===== src/hdl/tfv_pkg.sv =====
// Shared types, constants and helpers of the typed field text validator.
package tfv_pkg;

  // Field widths
  localparam int LENGTH_BITS = 16;
  localparam int CH_W        = 8;
  localparam int FUNC_W      = 2;
  localparam int MAXLEN_W    = 16;
  localparam int MAG_W       = 32;
  localparam int MAG_EXT_W   = MAG_W + 4;
  localparam int CMP_W       = (LENGTH_BITS > MAXLEN_W) ? LENGTH_BITS : MAXLEN_W;

  // Saturation value of the character counter
  localparam logic [LENGTH_BITS-1:0] COUNT_MAX = {LENGTH_BITS{1'b1}};

  // Signed 32-bit magnitude limits
  localparam logic [MAG_EXT_W-1:0] INT_POS_LIM = MAG_EXT_W'(64'd2147483647);
  localparam logic [MAG_EXT_W-1:0] INT_NEG_LIM = MAG_EXT_W'(64'd2147483648);

  // Character codes
  localparam logic [CH_W-1:0] CH_ZERO  = 8'h30;
  localparam logic [CH_W-1:0] CH_NINE  = 8'h39;
  localparam logic [CH_W-1:0] CH_MINUS = 8'h2D;
  localparam logic [CH_W-1:0] CH_PLUS  = 8'h2B;
  localparam logic [CH_W-1:0] CH_DOT   = 8'h2E;

  // Column types
  typedef enum logic [FUNC_W-1:0] {
    FUNC_INT    = 2'd0,
    FUNC_FLOAT  = 2'd1,
    FUNC_STRING = 2'd2,
    FUNC_BOOL   = 2'd3
  } func_t;

  // One registered request
  typedef struct packed {
    logic [CH_W-1:0]     ch;
    func_t               func;
    logic [MAXLEN_W-1:0] max_length;
    logic                is_empty;
    logic                last;
  } item_t;

  // Handshake status of the input stage towards the rest of the pipe
  typedef struct packed {
    logic  valid;
    item_t item;
  } stage_t;

  // Expected character of "true" at a position
  function automatic logic [CH_W-1:0] true_char(input logic [1:0] pos);
    logic [CH_W-1:0] c;
    unique case (pos)
      2'd0: c = 8'h74;
      2'd1: c = 8'h72;
      2'd2: c = 8'h75;
      2'd3: c = 8'h65;
      default: c = 8'h00;
    endcase
    return c;
  endfunction

  // Expected character of "false" at a position; codes past the word never match
  function automatic logic [CH_W-1:0] false_char(input logic [2:0] pos);
    logic [CH_W-1:0] c;
    unique case (pos)
      3'd0: c = 8'h66;
      3'd1: c = 8'h61;
      3'd2: c = 8'h6C;
      3'd3: c = 8'h73;
      3'd4: c = 8'h65;
      default: c = 8'h00;
    endcase
    return c;
  endfunction

endpackage


===== src/hdl/tfv_if.sv =====
// Valid/ready channel interfaces for character requests and verdicts.
interface tfv_in_if;
  logic                          valid;
  logic                          ready;
  logic [tfv_pkg::CH_W-1:0]      ch;
  logic [tfv_pkg::FUNC_W-1:0]    func;
  logic [tfv_pkg::MAXLEN_W-1:0]  max_length;
  logic                          is_empty;
  logic                          last;

  modport source (output valid, ch, func, max_length, is_empty, last, input ready);
  modport sink   (input valid, ch, func, max_length, is_empty, last, output ready);
endinterface

interface tfv_out_if;
  logic valid;
  logic ready;
  logic valid_res;

  modport source (output valid, valid_res, input ready);
  modport sink   (input valid, valid_res, output ready);
endinterface


===== src/hdl/tfv_in_reg.sv =====
// Input register stage: captures one character request per cycle while the stage is empty or drains.
module tfv_in_reg (
  input  logic             clk,
  input  logic             rst_n,
  tfv_in_if.sink           in_chan,
  input  logic             advance,
  output tfv_pkg::stage_t  stage
);

  logic            valid_r;
  tfv_pkg::item_t  item_r;
  logic            take;

  // Accept whenever the stage is empty or drains this cycle
  assign in_chan.ready = !valid_r || advance;
  assign take          = in_chan.valid && in_chan.ready;

  // Track occupancy
  always_ff @(posedge clk) begin
    if (!rst_n) begin
      valid_r <= 1'b0;
    end else if (take) begin
      valid_r <= 1'b1;
    end else if (advance) begin
      valid_r <= 1'b0;
    end
  end

  // Capture the request payload
  always_ff @(posedge clk) begin
    if (take) begin
      item_r.ch         <= in_chan.ch;
      item_r.func       <= tfv_pkg::func_t'(in_chan.func);
      item_r.max_length <= in_chan.max_length;
      item_r.is_empty   <= in_chan.is_empty;
      item_r.last       <= in_chan.last;
    end
  end

  assign stage.valid = valid_r;
  assign stage.item  = item_r;

endmodule


===== src/hdl/tfv_core.sv =====
// Field state and per-character check logic, with the verdict on the last request.
module tfv_core (
  input  logic            clk,
  input  logic            rst_n,
  input  tfv_pkg::item_t  item,
  input  logic            fire,
  output logic            verdict
);

  logic [tfv_pkg::LENGTH_BITS-1:0] cnt_r, cnt_nxt;
  logic [tfv_pkg::MAG_W-1:0]       mag_r, mag_nxt;
  logic                            neg_r, neg_nxt;
  logic                            fail_r, fail_nxt;
  logic                            dot_r, dot_nxt;
  logic                            dig_r, dig_nxt;
  logic                            mt_r, mt_nxt;
  logic                            mf_r, mf_nxt;

  logic                             at_start;
  logic                             is_digit;
  logic                             is_sign;
  logic [tfv_pkg::MAG_EXT_W-1:0]    mag_sum;
  logic [tfv_pkg::MAG_EXT_W-1:0]    mag_lim;

  // Classify the character
  assign at_start = (cnt_r == '0);
  assign is_digit = (item.ch >= tfv_pkg::CH_ZERO) && (item.ch <= tfv_pkg::CH_NINE);
  assign is_sign  = at_start && ((item.ch == tfv_pkg::CH_MINUS) ||
                                 (item.ch == tfv_pkg::CH_PLUS));

  // Multiply by ten as two shifts, then add the digit
  assign mag_sum = {mag_r, 3'b000} + {2'b00, mag_r, 1'b0} +
                   {{(tfv_pkg::MAG_EXT_W-4){1'b0}}, item.ch[3:0]};
  assign mag_lim = neg_nxt ? tfv_pkg::INT_NEG_LIM : tfv_pkg::INT_POS_LIM;

  // Sign tracking ahead of the type checks
  always_comb begin
    neg_nxt = neg_r;
    if (!item.is_empty && at_start && (item.ch == tfv_pkg::CH_MINUS)) begin
      neg_nxt = 1'b1;
    end
  end

  // Fold the character into the field state
  always_comb begin
    cnt_nxt  = cnt_r;
    mag_nxt  = mag_r;
    fail_nxt = fail_r;
    dot_nxt  = dot_r;
    dig_nxt  = dig_r;
    mt_nxt   = mt_r;
    mf_nxt   = mf_r;
    if (!item.is_empty) begin
      if ((cnt_r >= tfv_pkg::LENGTH_BITS'(4)) ||
          (item.ch != tfv_pkg::true_char(cnt_r[1:0]))) begin
        mt_nxt = 1'b0;
      end
      if ((cnt_r >= tfv_pkg::LENGTH_BITS'(5)) ||
          (item.ch != tfv_pkg::false_char(cnt_r[2:0]))) begin
        mf_nxt = 1'b0;
      end
      unique case (item.func)
        tfv_pkg::FUNC_INT: begin
          if (!is_sign && !fail_r) begin
            if (!is_digit || (mag_sum > mag_lim)) begin
              fail_nxt = 1'b1;
            end else begin
              mag_nxt = mag_sum[tfv_pkg::MAG_W-1:0];
            end
          end
        end
        tfv_pkg::FUNC_FLOAT: begin
          if (!is_sign && !is_digit) begin
            if (item.ch == tfv_pkg::CH_DOT) begin
              if (dot_r) begin
                fail_nxt = 1'b1;
              end
              dot_nxt = 1'b1;
            end else begin
              fail_nxt = 1'b1;
            end
          end
        end
        tfv_pkg::FUNC_STRING, tfv_pkg::FUNC_BOOL: begin
        end
        default: begin
        end
      endcase
      if (is_digit) begin
        dig_nxt = 1'b1;
      end
      if (cnt_r != tfv_pkg::COUNT_MAX) begin
        cnt_nxt = cnt_r + tfv_pkg::LENGTH_BITS'(1);
      end
    end
  end

  // Judge the value under the type of this request
  always_comb begin
    unique case (item.func)
      tfv_pkg::FUNC_INT, tfv_pkg::FUNC_FLOAT: verdict = !fail_nxt && dig_nxt;
      tfv_pkg::FUNC_STRING:
        verdict = (tfv_pkg::CMP_W'(cnt_nxt) <= tfv_pkg::CMP_W'(item.max_length));
      tfv_pkg::FUNC_BOOL:
        verdict = ((cnt_nxt == tfv_pkg::LENGTH_BITS'(4)) && mt_nxt) ||
                  ((cnt_nxt == tfv_pkg::LENGTH_BITS'(5)) && mf_nxt);
      default: verdict = 1'b0;
    endcase
  end

  // Advance the state, clear it after the last character
  always_ff @(posedge clk) begin
    if (!rst_n || (fire && item.last)) begin
      cnt_r  <= '0;
      mag_r  <= '0;
      neg_r  <= 1'b0;
      fail_r <= 1'b0;
      dot_r  <= 1'b0;
      dig_r  <= 1'b0;
      mt_r   <= 1'b1;
      mf_r   <= 1'b1;
    end else if (fire) begin
      cnt_r  <= cnt_nxt;
      mag_r  <= mag_nxt;
      neg_r  <= neg_nxt;
      fail_r <= fail_nxt;
      dot_r  <= dot_nxt;
      dig_r  <= dig_nxt;
      mt_r   <= mt_nxt;
      mf_r   <= mf_nxt;
    end
  end

  // The field state is fresh after every verdict
  a_clear_after_last: assert property (@(posedge clk) disable iff (!rst_n)
    fire && item.last |=> (cnt_r == '0) && (mag_r == '0) && !fail_r && mt_r && mf_r)
    else $error("field state not cleared after last request");

  // Without a request the state holds
  a_hold_idle: assert property (@(posedge clk) disable iff (!rst_n)
    !fire |=> $stable(cnt_r) && $stable(mag_r) && $stable(fail_r))
    else $error("field state moved without a request");

  // The magnitude never leaves the signed 32-bit range
  a_mag_range: assert property (@(posedge clk) disable iff (!rst_n)
    mag_r <= tfv_pkg::INT_NEG_LIM[tfv_pkg::MAG_W-1:0])
    else $error("magnitude beyond signed 32-bit range");

endmodule


===== src/hdl/tfv_out_reg.sv =====
// Result register holding one verdict until the receiver takes it.
module tfv_out_reg (
  input  logic       clk,
  input  logic       rst_n,
  input  logic       load,
  input  logic       verdict,
  output logic       busy,
  tfv_out_if.source  out_chan
);

  logic valid_r;
  logic res_r;

  // Hold the verdict until taken; a new one may replace it on the same edge
  always_ff @(posedge clk) begin
    if (!rst_n) begin
      valid_r <= 1'b0;
    end else if (load) begin
      valid_r <= 1'b1;
    end else if (out_chan.ready) begin
      valid_r <= 1'b0;
    end
  end

  always_ff @(posedge clk) begin
    if (load) begin
      res_r <= verdict;
    end
  end

  assign busy               = valid_r && !out_chan.ready;
  assign out_chan.valid     = valid_r;
  assign out_chan.valid_res = res_r;

endmodule


===== src/hdl/typed_field_text_validator_unit.sv =====
// Top level of the typed field text validator.
//
// A field value streams in on in_chan, one character request per cycle,
// each with its column type, the string length limit, an empty flag and a
// last flag. A lone request with is_empty set and last set stands for an
// empty value. On each request marked last one verdict leaves on out_chan:
// valid_res is 1 when the whole value passes the check for the type given
// with that last request (int, float, string length, or bool "true"/"false").
// Requests without last produce no result.
// Throughput: one request per cycle, sustained unless a held verdict stalls a
// last request, set by the single check stage (a times-ten shift-add on the
// 32-bit magnitude plus flag updates). A verdict leaves through the input
// register, which holds the last request, and then the result register,
// which loads the verdict when that request drains from the input register.
// Reset (rst_n low, synchronous) empties both registers and clears the
// field state. When the receiver stalls the verdict is held; character
// requests without last keep flowing, and a last request waits in the
// input register until the held verdict is taken.
module typed_field_text_validator_unit (
  input  logic       clk,
  input  logic       rst_n,
  tfv_in_if.sink     in_chan,
  tfv_out_if.source  out_chan
);

  tfv_pkg::stage_t stage;
  logic            out_busy;
  logic            advance;
  logic            load;
  logic            verdict;

  // Drain the input stage unless a verdict would overwrite a stalled one
  assign advance = stage.valid && (!stage.item.last || !out_busy);
  assign load    = advance && stage.item.last;

  tfv_in_reg u_in_reg (
    .clk     (clk),
    .rst_n   (rst_n),
    .in_chan (in_chan),
    .advance (advance),
    .stage   (stage)
  );

  tfv_core u_core (
    .clk     (clk),
    .rst_n   (rst_n),
    .item    (stage.item),
    .fire    (advance),
    .verdict (verdict)
  );

  tfv_out_reg u_out_reg (
    .clk      (clk),
    .rst_n    (rst_n),
    .load     (load),
    .verdict  (verdict),
    .busy     (out_busy),
    .out_chan (out_chan)
  );

  // A held verdict is never overwritten
  a_no_overwrite: assert property (@(posedge clk) disable iff (!rst_n)
    out_chan.valid && !out_chan.ready |-> !load)
    else $error("verdict overwritten while stalled");

  // A stalled input stage takes no new request
  a_stall_blocks_input: assert property (@(posedge clk) disable iff (!rst_n)
    stage.valid && !advance |-> !in_chan.ready)
    else $error("request accepted into a stalled stage");

  // Every loaded verdict shows up on the next cycle
  a_load_shows: assert property (@(posedge clk) disable iff (!rst_n)
    load |=> out_chan.valid)
    else $error("loaded verdict not presented");

endmodule

===== src/flat_wrapper.sv =====
// flat-port wrapper written by rule: the top's interface ports become plain ports
module typed_field_text_validator_unit_flat 
  (clk, rst_n, in_chan_valid, in_chan_ch, in_chan_func, in_chan_max_length, in_chan_is_empty, in_chan_last, in_chan_ready, out_chan_valid, out_chan_valid_res, out_chan_ready);
  tfv_in_if in_chan_i ();
  tfv_out_if out_chan_i ();
  input  logic clk;
  input  logic rst_n;
  input wire logic [$bits(in_chan_i.valid)-1:0] in_chan_valid;
  input wire logic [$bits(in_chan_i.ch)-1:0] in_chan_ch;
  input wire logic [$bits(in_chan_i.func)-1:0] in_chan_func;
  input wire logic [$bits(in_chan_i.max_length)-1:0] in_chan_max_length;
  input wire logic [$bits(in_chan_i.is_empty)-1:0] in_chan_is_empty;
  input wire logic [$bits(in_chan_i.last)-1:0] in_chan_last;
  output wire logic [$bits(in_chan_i.ready)-1:0] in_chan_ready;
  output wire logic [$bits(out_chan_i.valid)-1:0] out_chan_valid;
  output wire logic [$bits(out_chan_i.valid_res)-1:0] out_chan_valid_res;
  input wire logic [$bits(out_chan_i.ready)-1:0] out_chan_ready;
  assign in_chan_i.valid = in_chan_valid;
  assign in_chan_i.ch = in_chan_ch;
  assign in_chan_i.func = in_chan_func;
  assign in_chan_i.max_length = in_chan_max_length;
  assign in_chan_i.is_empty = in_chan_is_empty;
  assign in_chan_i.last = in_chan_last;
  assign in_chan_ready = in_chan_i.ready;
  assign out_chan_valid = out_chan_i.valid;
  assign out_chan_valid_res = out_chan_i.valid_res;
  assign out_chan_i.ready = out_chan_ready;
  typed_field_text_validator_unit u_core (.clk(clk), .rst_n(rst_n), .in_chan(in_chan_i), .out_chan(out_chan_i));
endmodule

===== config.mk =====
export PLATFORM = sky130hd
export DESIGN_NAME = typed_field_text_validator_unit_flat
export DESIGN_NICKNAME = d
export VERILOG_FILES = /design/src/hdl/tfv_pkg.sv /design/src/hdl/tfv_if.sv /design/src/hdl/tfv_in_reg.sv /design/src/hdl/tfv_core.sv /design/src/hdl/tfv_out_reg.sv /design/src/hdl/typed_field_text_validator_unit.sv /design/src/flat_wrapper.sv
export SDC_FILE = /design/constraint.sdc
export NUM_CORES = 1
export LEC_CHECK = 0
export ABC_AREA = 1
export BUFFER_PORTS_ARGS = -buffer_cell sky130_fd_sc_hd__buf_2
export CAP_MARGIN = 20
export CORE_MARGIN = 4
export CORE_UTILIZATION = 50
export CTS_CLUSTER_DIAMETER = 120
export DETAILED_ROUTE_END_ITERATION = 16
export MAX_ROUTING_LAYER = met4
export PLACE_DENSITY_LB_ADDON = 0.08
export RECOVER_POWER = 100
export SYNTH_ARGS = -nofsm -noshare
export SYNTH_HDL_FRONTEND = slang
export SYNTH_HIERARCHICAL = 1
export SYNTH_SLANG_ARGS = --single-unit

===== constraint.sdc =====
create_clock -name clk -period 4.21 [get_ports clk]
set_input_delay 0.842 -clock clk [delete_from_list [all_inputs] [get_ports clk]]
set_output_delay 0.842 -clock clk [all_outputs]
set_load 0.1 [all_outputs]

Word-level counts from Yosys, hierarchy flattened

Cells that the tools add are included.

Flip-flop bits (word level): 85
Output and inout bits: 3
Input bits: 32
Logic and storage cells: 111

Equal/unequal tests: 18
Bitwise operators: 2
Muxes and demuxes: 26
Add/subtract/negate cells: 3
Reduce and logical (&&, ||, !) cells: 40
Magnitude comparators: 6

Operators by type and width:

| operator                                                            | count |
|---|---|
| adder 35 x 33 -> 36 bit                                             | 1 |
| adder 36 x 4 -> 36 bit                                              | 1 |
| greater-than comparator 36 x 32 -> 1 bit                            | 1 |
| one-hot mux 7 bit (5 select lines)                                  | 1 |
| == test 16 x 3 -> 1 bit (second input constant)                     | 2 |
| greater-or-equal comparator 16 x 3 -> 1 bit (second input constant) | 2 |
| 2-to-1 mux 16 bit                                                   | 2 |
| 2-to-1 mux 32 bit                                                   | 1 |
| one-hot mux 8 bit (4 select lines)                                  | 1 |
| == test 8 x 6 -> 1 bit (second input constant)                      | 3 |
| 2-to-1 mux 1 bit                                                    | 17 |
| adder 16 x 1 -> 16 bit (second input constant)                      | 1 |
| less-or-equal comparator 16 bit                                     | 1 |
| logical NOT 16 bit                                                  | 1 |
| 2-to-1 mux 8 bit                                                    | 2 |
| != test 16 bit (second input constant)                              | 1 |
| != test 8 bit                                                       | 2 |
| logical AND 1 bit                                                   | 13 |
| logical NOT 1 bit                                                   | 10 |
| AND reduction 5 bit                                                 | 2 |
| == test 2 bit (second input constant)                               | 4 |
| greater-or-equal comparator 8 x 6 -> 1 bit (second input constant)  | 1 |
| less-or-equal comparator 8 x 6 -> 1 bit (second input constant)     | 1 |
| logical OR 1 bit                                                    | 8 |
| other kinds (11)                                                    | 16 |

Depth between registers and ports, before layout

Depth after elaboration: 14
Mapped depth: 30
Mapped depth without buffers: 30

By module

The synthesis kept the hierarchy.

By module, submodules not included:

| module                          | instances | sequential area each (µm²) | area an instance (µm²) | cells an instance |
|---|---|---|---|---|
| tfv_core                        | 1         | 1081.0                     | 6840.3                 | 1120 |
| tfv_in_reg                      | 1         | 860.8                      | 899.6                  | 36 |
| tfv_out_reg                     | 1         | 50.0                       | 80.1                   | 8 |
| typed_field_text_validator_unit | 1         | 0.0                        | 25.0                   | 5 |

Worst setup path after synthesis

OpenSTA, ideal clock, no wires.

Path type: register -> register
Start point: register u_core.u_in_reg.item_r, in the netlist u_core/u_in_reg/stage[23]
End point: register u_core/u_core/mag_r[29] (netlist bit)
Required time: 4.097 ns
Buffers on the path: 1
Clock period less this slack: 3.791 ns
Arrival time: 3.679 ns
Library setup time: 0.113 ns
Path slack: 0.419 ns
Stages on the path, launching flop included: 25
Path through: edfxtp_1 -> fa_1 -> ha_1 -> nand3_1 -> nand3_1 -> nand2_1 -> nand2_1 -> nand2_1 -> nand2_2 -> a21oi_1 -> o21ai_0 -> nand2_1 -> nand2_1 -> xor2_1 -> inv_1 -> ha_1 -> a21oi_1 -> nor2_1 -> a211oi_1 -> nand2_1 -> nand2_1 -> nand4_4 -> buf_4 -> nor2_1 -> nor2_1

Elaborated cells on any way between the ends: 18
Those cells by class: add/sub (1); order compare (3); eq/ne (2); mux (2); bitwise (1); reduce/logical (9)

RTL lines:

| element                                  | line             | text |
|---|---|---|
| from (decl)                              | tfv_in_reg.sv:11 | `tfv_pkg::item_t item_r;` |
| adder 36 x 4 -> 36 bit *                 | tfv_core.sv:32   | `assign mag_sum = {mag_r, 3'b000} + {2'b00, mag_r, 1'b0} +` |
| named net u_core.u_core.mag_sum, one bit | tfv_core.sv:22   | `logic [tfv_pkg::MAG_EXT_W-1:0] mag_sum;` |
| greater-than comparator 36 x 32 -> 1 bit | tfv_core.sv:65   | `if (!is_digit \|\| (mag_sum > mag_lim)) begin` |
| logical OR 1 bit                         | tfv_core.sv:65   |  |
| inverter 1 bit (no source line)          | -                |  |
| AND reduction 5 bit (no source line)     | -                |  |
| to (signal assigned)                     | tfv_core.sv:124  | `mag_r <= mag_nxt;` |
| to (decl)                                | tfv_core.sv:11   | `logic [tfv_pkg::MAG_W-1:0] mag_r, mag_nxt;` |

The timed path passes the listed nets; every way through them passes the cells marked *.
A chain may end at the register's enable or synchronous reset.

Worst setup path after layout

Start point: register u_core.u_in_reg.item_r, in the netlist u_core/u_in_reg/stage[23]
End point: register u_core/u_core/mag_r[18] (netlist bit)

Elaborated cells on any way between the ends: 18
Those cells by class: add/sub (1); order compare (3); eq/ne (2); mux (2); bitwise (1); reduce/logical (9)

RTL lines:

| element                                  | line |
|---|---|
| adder 36 x 4 -> 36 bit                   | tfv_core.sv:32 |
| named net u_core.u_core.mag_sum, one bit | tfv_core.sv:22 |
| greater-than comparator 36 x 32 -> 1 bit | tfv_core.sv:65 |
| logical OR 1 bit                         | tfv_core.sv:65 |
| inverter 1 bit (no source line)          | - |
| AND reduction 5 bit (no source line)     | - |

The timed path passes the listed nets, and every way through them passes these cells.

==> flow_summary.ini <==
[run_status]
outcome = complete, but fails checks
violations = max-capacitance violations, max-slew violations

[floorplan]
ios = 35
core_um2 = 15300
start_util_pct = 51.2
die_width_um = 133
rows = 45
die_h_um = 133
design.die.area_um2 = 17800

[timing]
fin_worst_skew_ns = 0.00929
whs_ns = 0.447
max_slew_margin_pct = -8.08
hold_viol = 0
rsz0062_at_grt = true
tns_ns = 0
setup_viol = 0
tightest_slew_ns = 1.62
fin_crit_ns = 4.00
slew_violations = 29
fmax_ghz = 0.250
fin_crit_sh_pct = 95.1

[synthesis]
seq_area_frac_synth_pct = 25.4
synthDistinctLibCells = 43
synth_top_area_share_pct = 18.8
ys_ff_latch = 85
synthFlopType = dfxtp_1
syn_area_per_cell_um2 = 6.71
synth_top_cell_by_area = ha_1
synth_edf_count = 29
netlist_area_um2 = 7850
synthCells = 1169
yosys_warnings = 6
syn-num-nets = 1321
async_reset_ff_share_pct = 0
synthTopCellsByArea = ha_1 19%, nand2_1 15%, dfxtp_1 14%

[clocking]
clockBufferDepth = 2
clkTransAtPathRegs_ns = 0.08
hold_buffers = 0
htreeDepth = 3
cts.sinks = 85
clk_latency_ns = 0.36
cts-buffers-inserted = 9
clockRootBuffer = clkbuf_16
cts_tree = done

[pwr]
pwr_density_cell_nw_per_um2 = 220
p_leak_nw = 5.17
p_comb_share_pct = 13.7
switchingPower_mw = 0.599
switching_share_pct = 29.9
internal_power_mw = 1.40
pwr-share-seq_pct = 45.7
clkPwrFrac_pct = 40.6
vdd_ir_drop_max_mv = 0.198

[worst_setup_path]
cp-end-kind = register
criticalPathCategory = register to register
cp-start-kind = register
max_stage_delay_ns = 0.53
crit_family = adder cells
worstPathCellList = fa_1 -> fa_2 -> nand2_2 -> nand2_2 -> nand3_1 -> nand2_2 -> nand2_1 -> nand2_2 -> a31oi_2 -> o21bai_1 -> xor2_1 -> ha_1 -> nand2_1 -> nor2_1 -> a211oi_2 -> nand2_1 -> nand2_2 -> nand4_4 -> clkbuf_16 -> buf_4 -> nor2_1 -> nor2_1
cp_num_buf_inv = 2
crit_top_cell = nand2_2
crit_fanout = 5
cp_data_arrival_time_ns = 4.26
crit_required_ns = 4.46
worst_path_max_delay_cell = fa_1

[placement]
dp.cells = 1415
portBuffers = 34
gp_congestion = 0.916
dpl.hpwl_um = 14200

[cells_and_area]
n_antenna_cell = 0
area_growth_syn_to_layout_pct = 15.6
layout_commonest_cell = nand2_1
layout_common_cells = 295 x nand2_1, 194 x inv_1, 124 x nor2_1
nFillCells = 1471
finalNonFillerCells = 1446
nets = 1382
drive_above_1_share_pct = 12.4

[detailed_routing]
wl_um = 18800
routed_via_density = 4.99
wl_met1_um = 10100
wl_per_cell_um = 13.0
ant_nets = 0
topRoutingLayerUsed = met4
dr_wl_met3_um = 831
route.detailed.drc = 0
wl_met2_um = 7640
drtIter0Drc = 500
drtPass1Iterations = 5
vias = 7211

[grt]
grt_max_degree = 33
overflow = 0
grtUsageTotal_pct = 21.7
grt_pass1_vias = 6605
antenna_found_initial = 0
grt_pass1_wl_um = 31200

[job]
maxCapViolCount = 1

[worst_hold_path]
hp-class = register to register
-- state kept, by name, summed over array words and instances (netlist names) --
name,count
u_core/u_out_reg/out_chan.valid,1
u_core/u_out_reg/out_chan.valid_res,1
u_core/u_in_reg/valid_r,1
u_core/u_core/mf_r,1
u_core/u_in_reg/stage,28
u_core/u_core/cnt_r,16
u_core/u_core/dig_r,1
u_core/u_core/fail_r,1
u_core/u_core/dot_r,1
u_core/u_core/neg_r,1
u_core/u_core/mag_r,32
u_core/u_core/mt_r,1
-- path summary, 6_finish.rpt --
path | slack, ns | endpoint | cells after the start | start
max | 0.21 | u_core/u_core/mag_r[18] | 22 | u_core/u_in_reg/stage[23]
min | 0.45 | u_core/u_core/mf_r | 2 | u_core/u_core/mf_r
max reg2reg | 0.21 | u_core/u_core/mag_r[18] | 22 | u_core/u_in_reg/stage[23]
min reg2reg | 0.45 | u_core/u_core/mf_r | 2 | u_core/u_core/mf_r
-- timing repair --
action                     in CTS  in global routing
cloned                          0                  5
setup buffers                   1                  9
pin swaps                       1                 29
setup endpoints to repair      32                 34
resized for setup               4                 63
-- final cells by class --
class,instances,area [um^2],area share (%)
Multi-Input combinational cell,863,5190,57.2
Sequential cell,85,1990,22.0
Inverter,201,758,8.36
Timing Repair Buffer,69,557,6.14
Tap cell,211,264,2.91
Clock buffer,9,225,2.48
Clock inverter,7,75.1,0.827
Timing Repair inverter,1,7.51,0.0827
-- cells in the mapped netlist, types with 8 or more instances --
cell type,instances
nand2_1,310
inv_1,195
nor2_1,135
ha_1,118
a21oi_1,68
dfxtp_1,56
nand3_1,52
o21ai_0,45
xor2_1,33
edfxtp_1,29
nor3_1,21
nand4_1,14
xnor2_1,10
buf_2,8
nand2_2,8
-- layer usage --
metal / up-vias / global-route usage, %
li1: 3869 / -
met1: 3200 / 33.2
met2: 129 / 29.9
met3: 13 / 3.40
met4: 0 / 4.51
met5: - / -
-- cells by family after synthesis --
kind of cell             after synthesis  synth area share (%)
XOR/XNOR                              43                  4.80
AND/OR/NAND/NOR                      562                  29.9
flip-flops                            85                  25.4
adder cells (fa/ha/maj)              120                  19.3
AO/OA/AOI/OAI                        138                  9.49
buffers and inverters                221                  11.1
-- power groups by stage --
stage	Clock, mW	Sequential [mW]	Combinational, mW
finish	0.812	0.913	0.274
global route	0.875	0.918	0.315
CTS	0.842	0.913	0.273
detailed placement	0	0.931	0.272
global placement	0	0.931	0.268
floorplan	0	0.932	0.188
-- worst reg2reg max path, cell delays in order (launching register included) --
cell	delay (ns)
edfxtp_1	0.42
fa_1	0.53
fa_2	0.40
nand2_2	0.08
nand2_2	0.06
nand3_1	0.10
nand2_2	0.09
nand2_1	0.09
nand2_2	0.11
a31oi_2	0.21
o21bai_1	0.11
xor2_1	0.26
ha_1	0.29
nand2_1	0.08
nor2_1	0.06
a211oi_2	0.20
nand2_1	0.09
nand2_2	0.10
nand4_4	0.11
clkbuf_16	0.19
buf_4	0.14
nor2_1	0.12
nor2_1	0.06
-- through the flow --
step                instance area [um^2]  utilization [%]  worst slack (ns)  total power [mW]
global route                        9070             59.2           -0.0210              2.11
detailed placement                  8350             54.5           -0.0917              1.20
finish                              9070             59.2             0.205              2.00
global placement                    8350             54.5           -0.0944              1.20
CTS                                 8660             56.6            0.0134              2.03
floorplan                           7850                -             0.419              1.12
No activity file was read; power rests on OpenSTA's default activity.
